## src/hw/rtl/vic_pkg.sv

```systemverilog
// vic_pkg: shared types and constants of the vectored interrupt controller
// register map word indexes, item function codes and the encoder result struct
// no dependencies
package vic_pkg;

  localparam int DATA_W  = 32;
  localparam int WORD_W  = 7;
  localparam int SRC_W   = 5;
  localparam int MAX_SRC = 32;

  typedef enum logic [1:0] {
    FUNC_READ  = 2'd0,
    FUNC_WRITE = 2'd1,
    FUNC_RAISE = 2'd2,
    FUNC_LOWER = 2'd3
  } func_t;

  // register map, word indexes
  localparam logic [WORD_W-1:0] W_IVR  = 7'd64;
  localparam logic [WORD_W-1:0] W_FVR  = 7'd65;
  localparam logic [WORD_W-1:0] W_ISR  = 7'd66;
  localparam logic [WORD_W-1:0] W_IPR  = 7'd67;
  localparam logic [WORD_W-1:0] W_IMR  = 7'd68;
  localparam logic [WORD_W-1:0] W_CISR = 7'd69;
  localparam logic [WORD_W-1:0] W_IECR = 7'd72;
  localparam logic [WORD_W-1:0] W_IDCR = 7'd73;
  localparam logic [WORD_W-1:0] W_FFER = 7'd80;
  localparam logic [WORD_W-1:0] W_FFDR = 7'd81;
  localparam logic [WORD_W-1:0] W_FFSR = 7'd82;

  // first word of the upper area, which holds the fixed registers and the plain storage words
  localparam int OTHER_BASE = 64;

  typedef struct packed {
    logic             fiq_hit;
    logic             irq_hit;
    logic [SRC_W-1:0] fiq_src;
    logic [SRC_W-1:0] irq_src;
  } enc_t;

endpackage

```

## src/hw/rtl/vic_encode.sv

```systemverilog
// vic_encode: lowest-number-wins priority encoder for the fast and normal lines
// depends on vic_pkg
module vic_encode
  import vic_pkg::*;
#(
  parameter int NUM_SOURCES = 32
) (
  input  logic [DATA_W-1:0] active,
  input  logic [DATA_W-1:0] fast,
  output enc_t              enc
);

  // only implemented sources take part
  localparam logic [DATA_W-1:0] SRC_MASK = {DATA_W{1'b1}} >> (MAX_SRC - NUM_SOURCES);

  logic [DATA_W-1:0] fiq_cand;
  logic [DATA_W-1:0] irq_cand;
  logic [DATA_W-1:0] fiq_one;
  logic [DATA_W-1:0] irq_one;
  logic [SRC_W-1:0]  fiq_idx;
  logic [SRC_W-1:0]  irq_idx;

  // source 0 always goes fast, others go fast when forced
  assign fiq_cand = active & SRC_MASK & (fast | {{(DATA_W-1){1'b0}}, 1'b1});
  assign irq_cand = active & SRC_MASK & ~fast & {{(DATA_W-1){1'b1}}, 1'b0};

  // isolate lowest set bit
  assign fiq_one = fiq_cand & (~fiq_cand + {{(DATA_W-1){1'b0}}, 1'b1});
  assign irq_one = irq_cand & (~irq_cand + {{(DATA_W-1){1'b0}}, 1'b1});

  always_comb begin
    fiq_idx = '0;
    irq_idx = '0;
    for (int i = 0; i < DATA_W; i++) begin
      if (fiq_one[i]) begin
        fiq_idx = fiq_idx | SRC_W'(i);
      end
      if (irq_one[i]) begin
        irq_idx = irq_idx | SRC_W'(i);
      end
    end
  end

  always_comb begin
    enc.fiq_hit = |fiq_cand;
    enc.irq_hit = |irq_cand;
    enc.fiq_src = fiq_idx;
    enc.irq_src = irq_idx;
  end

endmodule

```

## config.mk

```make
export PLATFORM = sky130hd
export DESIGN_NAME = vic_encode
export DESIGN_NICKNAME = d
export VERILOG_FILES = /design/src/hw/rtl/vic_pkg.sv /design/src/hw/rtl/vic_encode.sv
export SDC_FILE = /design/constraint.sdc
export NUM_CORES = 1
export LEC_CHECK = 0
export ABC_AREA = 0
export BUFFER_PORTS_ARGS = -buffer_cell sky130_fd_sc_hd__clkbuf_2
export CORE_UTILIZATION = 47
export DETAILED_ROUTE_END_ITERATION = 10
export PLACE_DENSITY_LB_ADDON = 0.3
export REMOVE_ABC_BUFFERS = 1
export SETUP_SLACK_MARGIN = 0.1
export SYNTH_ARGS = -nofsm -noshare
export SYNTH_HDL_FRONTEND = slang
export SYNTH_SLANG_ARGS = --single-unit
```

## constraint.sdc

```tcl
create_clock -name vclk -period 1.7
set_clock_uncertainty 0.2 [all_clocks]
set_input_delay 0 -clock vclk [all_inputs]
set_output_delay 0 -clock vclk [all_outputs]
set_load 0.05 [all_outputs]
```

==> results of run 1 <==
per-stage QoR:
step / TNS, ns / cells / utilization (%) / cell area, sq um / hold WS [ns]
2_1_floorplan: -1.327 / 219 / - / 1315 / 0.2391
3_3_place_gp: -1.048 / 390 / 91.28 / 2344 / 0.3273
3_5_place_dp: -2.120 / 390 / 91.28 / 2344 / 0.3259
logic make-up after synthesis:
| group | Yosys count | synth area share (%) |
|---|---|---|
| AO/OA/AOI/OAI | 77 | 40.73 |
| AND/OR/NAND/NOR | 142 | 59.28 |
==> impl_metrics.tcl, run 1 <==
set metrics [dict create \
    io-pin-count 76 \
    chipHeight_um 54.90 \
    starting_density_pct 51.22 \
    synthMostInstantiatedCell "sky130_fd_sc_hd__nand2_1" \
    netlist_top_cells_count "34 x sky130_fd_sc_hd__nand2_1, 29 x sky130_fd_sc_hd__nor2b_1, 18 x sky130_fd_sc_hd__a21oi_1" \
    toolErrorMsg "[ERROR DPL-0038] Utilization greater than 100%, impossible to legalize" \
    status "stopped before the end" \
    placement.setup.worst_slack_ns -0.2399 \
    std_cell_rows 18 \
    fp.dieW_um 54.90 \
    synth.cell_area_sq_um 1315 \
    netlist_instances 219 \
    synth_warnings 0 \
    cts.repair.resized 68 \
    hpwl_mm 5.730 \
    post-cts-setup-buffer-count 5 \
    synth_top_cells_by_area "sky130_fd_sc_hd__nor2b_1 14%, sky130_fd_sc_hd__nand2_1 9.7%, sky130_fd_sc_hd__a21oi_1 6.9%" \
    synthDistinctLibCells 45 \
    synthDominantAreaCellType "sky130_fd_sc_hd__nor2b_1" \
    stop_stage "clock tree synthesis" \
    post_synth.cell_area_avg_sq_um 6.005 \
    routabilityCongestion 0.9713 \
    seq_area_frac_synth_pct 0 \
    synth.top_cell.area_share_pct 13.80 \
    post_cts_hold_buffer_count 0 \
    port_buffers 75 \
]
==> inputs of run 2 (changes only) <==
--- a/config.mk
+++ b/config.mk
@@ -7,11 +7,11 @@
 export LEC_CHECK = 0
 export ABC_AREA = 0
 export BUFFER_PORTS_ARGS = -buffer_cell sky130_fd_sc_hd__clkbuf_2
-export CORE_UTILIZATION = 47
+export CORE_AREA = 2 2 63 65
 export DETAILED_ROUTE_END_ITERATION = 10
-export PLACE_DENSITY_LB_ADDON = 0.3
+export DIE_AREA = 0 0 65 67
+export PLACE_DENSITY_LB_ADDON = 0.15
 export REMOVE_ABC_BUFFERS = 1
-export SETUP_SLACK_MARGIN = 0.1
 export SYNTH_ARGS = -nofsm -noshare
 export SYNTH_HDL_FRONTEND = slang
 export SYNTH_SLANG_ARGS = --single-unit
==> impl_metrics.tcl, run 2 <==
set metrics [dict create \
    worst-endpoint-required_ns 1.50 \
    power_frac_seq_pct 0 \
    startpoint_type "input pin" \
    post_drt_via_cell_ratio 5.766 \
    utilization_pct 82.82 \
    finalHoldViolations 0 \
    nClkBuffers 0 \
    slew_violations 0 \
    grt.overflow.total 0 \
    p_comb_share_pct 100.0 \
    critical_path.endpoint "enc[8]" \
    core-area_sq_um 3606 \
    netlist_instances 219 \
    drt_iter0_drc 205 \
    post_cts_hold_buffer_count 0 \
    placement.setup.worst_slack_ns -0.2170 \
    power.clock.fraction_pct 0 \
    static-leakage-power_nw 1.415 \
    post-route-drc-count 0 \
    setup-violations-final 8 \
    max_slew.worst_pin.slew_ns 0.4119 \
    critical_path_class "in -> out" \
    postLayoutSetupSlackWorst_ns -0.1176 \
    synth.top_cell.area_share_pct 13.80 \
    n_sequential_cell 0 \
    routabilityCongestion 0.9921 \
    violated_checks "negative setup slack" \
    end_kind "output port" \
    synthMostInstantiatedCell "sky130_fd_sc_hd__nand2_1" \
    synthDistinctLibCells 45 \
    port_buffers 75 \
    largest_net_degree_at_the_start_of_global_routing 6 \
    status "finished with violations" \
    wire_per_inst_um 16.38 \
    grt_setup_unrepaired "yes" \
    internal-power_mw 0.4452 \
    min_period_over_period_pct 106.9 \
    power_switching_share_pct 49.82 \
    post-place-cells 424 \
    firstDrtPassIters 5 \
    layout.cells.non_filler 436 \
    critical_path.cell_chain "clkbuf_2, buf_4, a22oi_1, buf_4, nand2_1, o21ai_2, a21oi_4, a221oi_1, nand4_1, buf_12" \
    fmax_mhz 550.2 \
    final_period_minus_worst_setup_slack_ns 1.818 \
    final_net_count 454 \
    grt_pass1_wl_mm 10.32 \
    fin_setup_tns_ns -0.4603 \
    synth.cell_area_sq_um 1315 \
    library_cell_appearing_most_often_on_the_critical_path "sky130_fd_sc_hd__buf_4" \
    postPlaceCellArea_sq_um 2501 \
    netlist_top_cells_count "34 x sky130_fd_sc_hd__nand2_1, 29 x sky130_fd_sc_hd__nor2b_1, 18 x sky130_fd_sc_hd__a21oi_1" \
    worst_path_max_delay_cell "sky130_fd_sc_hd__a221oi_1" \
    drv_cap 0 \
    synthDominantAreaCellType "sky130_fd_sc_hd__nor2b_1" \
    layout_commonest_cell "sky130_fd_sc_hd__buf_4" \
    finalInstanceArea_sq_um 2987 \
    first_global_vias 2236 \
    seq_area_frac_synth_pct 0 \
    drt.antenna.violating_nets 0 \
    critPathMaxFanout 3 \
    io-pin-count 76 \
    synthToLayoutAreaGrowth_pct 127.1 \
    std_cell_rows 22 \
    post_synth.cell_area_avg_sq_um 6.005 \
    vdd.ir_drop.worst_mv 0.1655 \
    grt_use_total_pct 30.11 \
    routed_vias 2514 \
    drive_gt1_share_pct 59.02 \
    regArea_sq_um 0 \
    critical_path.max_stage_delay_ns 0.25 \
    chipHeight_um 67 \
    die_ar_sq_um 4355 \
    fp.dieW_um 65 \
    antenna_found_initial 0 \
    antenna-diode-count 0 \
    layout.cells.most_common_list "92 x sky130_fd_sc_hd__buf_4, 59 x sky130_fd_sc_hd__clkbuf_2, 32 x sky130_fd_sc_hd__nand2_1" \
    routed_wl_mm 7.142 \
    power-per-cell-area_nw_per_um2 297.1 \
    synth_warnings 0 \
    hold_path_class "in -> out" \
    hpwl_mm 5.132 \
    worst_ep_arrival_time_ns 1.62 \
    power.net_switching_mw 0.4421 \
    worstSetupStartpoint "fast[10]" \
    timing.slew.headroom_pct 72.54 \
    synth_top_cells_by_area "sky130_fd_sc_hd__nor2b_1 14%, sky130_fd_sc_hd__nand2_1 9.7%, sky130_fd_sc_hd__a21oi_1 6.9%" \
    fillers 238 \
    starting_density_pct 36.47 \
]
run 2: cell counts after synthesis:
No cell type changed its count.
run 2: logic make-up (layout without fill, tap and decap cells):
group,count (synthesis),after routing,share of synthesized area [%]
simple gates,142,142,59.28
compound gates,77,77,40.73
buf+inv,0,169,0
run 2: how the worst min path moves through the flow:
stage	cells after the start	slack (ns)	end	startpoint
after CTS	4	0.34	enc[11]	active[30]
after floorplan	2	0.24	enc[8]	active[24]
after detailed placement	4	0.33	enc[11]	active[30]
final	4	0.34	enc[11]	active[30]
after global placement	4	0.33	enc[11]	active[30]
after global routing	4	0.35	enc[11]	active[30]
run 2: layout make-up:
cell class,instances,area (sq um),share of cell area (%)
multi-input combinational,219,1654,55.38
timing repair buffer,169,1272,42.61
tap,48,60.06,2.011
run 2: per-layer routing:
metal,vias to the layer above,part of all wire [%],track usage (%)
met5,-,0,0
met4,0,2.0,3.723
met3,16,7.6,1.520
met2,131,50,57.47
met1,1157,40,37.90
li1,1210,-,-
run 2: worst max-delay path: cells and delay by family:
kind | cells | cell delay (ns)
buffers and inverters | 4 | 0.63
AOI/OAI and AO/OA | 4 | 0.70
and+or+nand+nor | 2 | 0.28
run 2: metrics by stage:
step | hold WS, ns | power (mW)
finish | 0.3415 | 0.8872
global route | 0.3460 | 0.9361
CTS | 0.3398 | 0.8258
detailed placement | 0.3321 | 0.7244
global placement | 0.3319 | 0.7175
floorplan | 0.2391 | 0.3066
run 2: power by group through the flow:
| stage | logic [mW] | registers [mW] | clock network (mW) |
|---|---|---|---|
| floorplan | 0.307 | 0 | 0 |
| global placement | 0.718 | 0 | 0 |
| detailed placement | 0.724 | 0 | 0 |
| global route | 0.936 | 0 | 0 |
| CTS | 0.826 | 0 | 0 |
| finish | 0.887 | 0 | 0 |
run 2: what timing repair did:
| item | 4_1_cts | 5_1_grt |
|---|---|---|
| gates resized for setup | 62 | 34 |
| setup buffers | 9 | 3 |
| pin swaps | 32 | 19 |
| setup endpoints to repair | 12 | 12 |
Note: power is estimated with default switching activity, not from simulation.
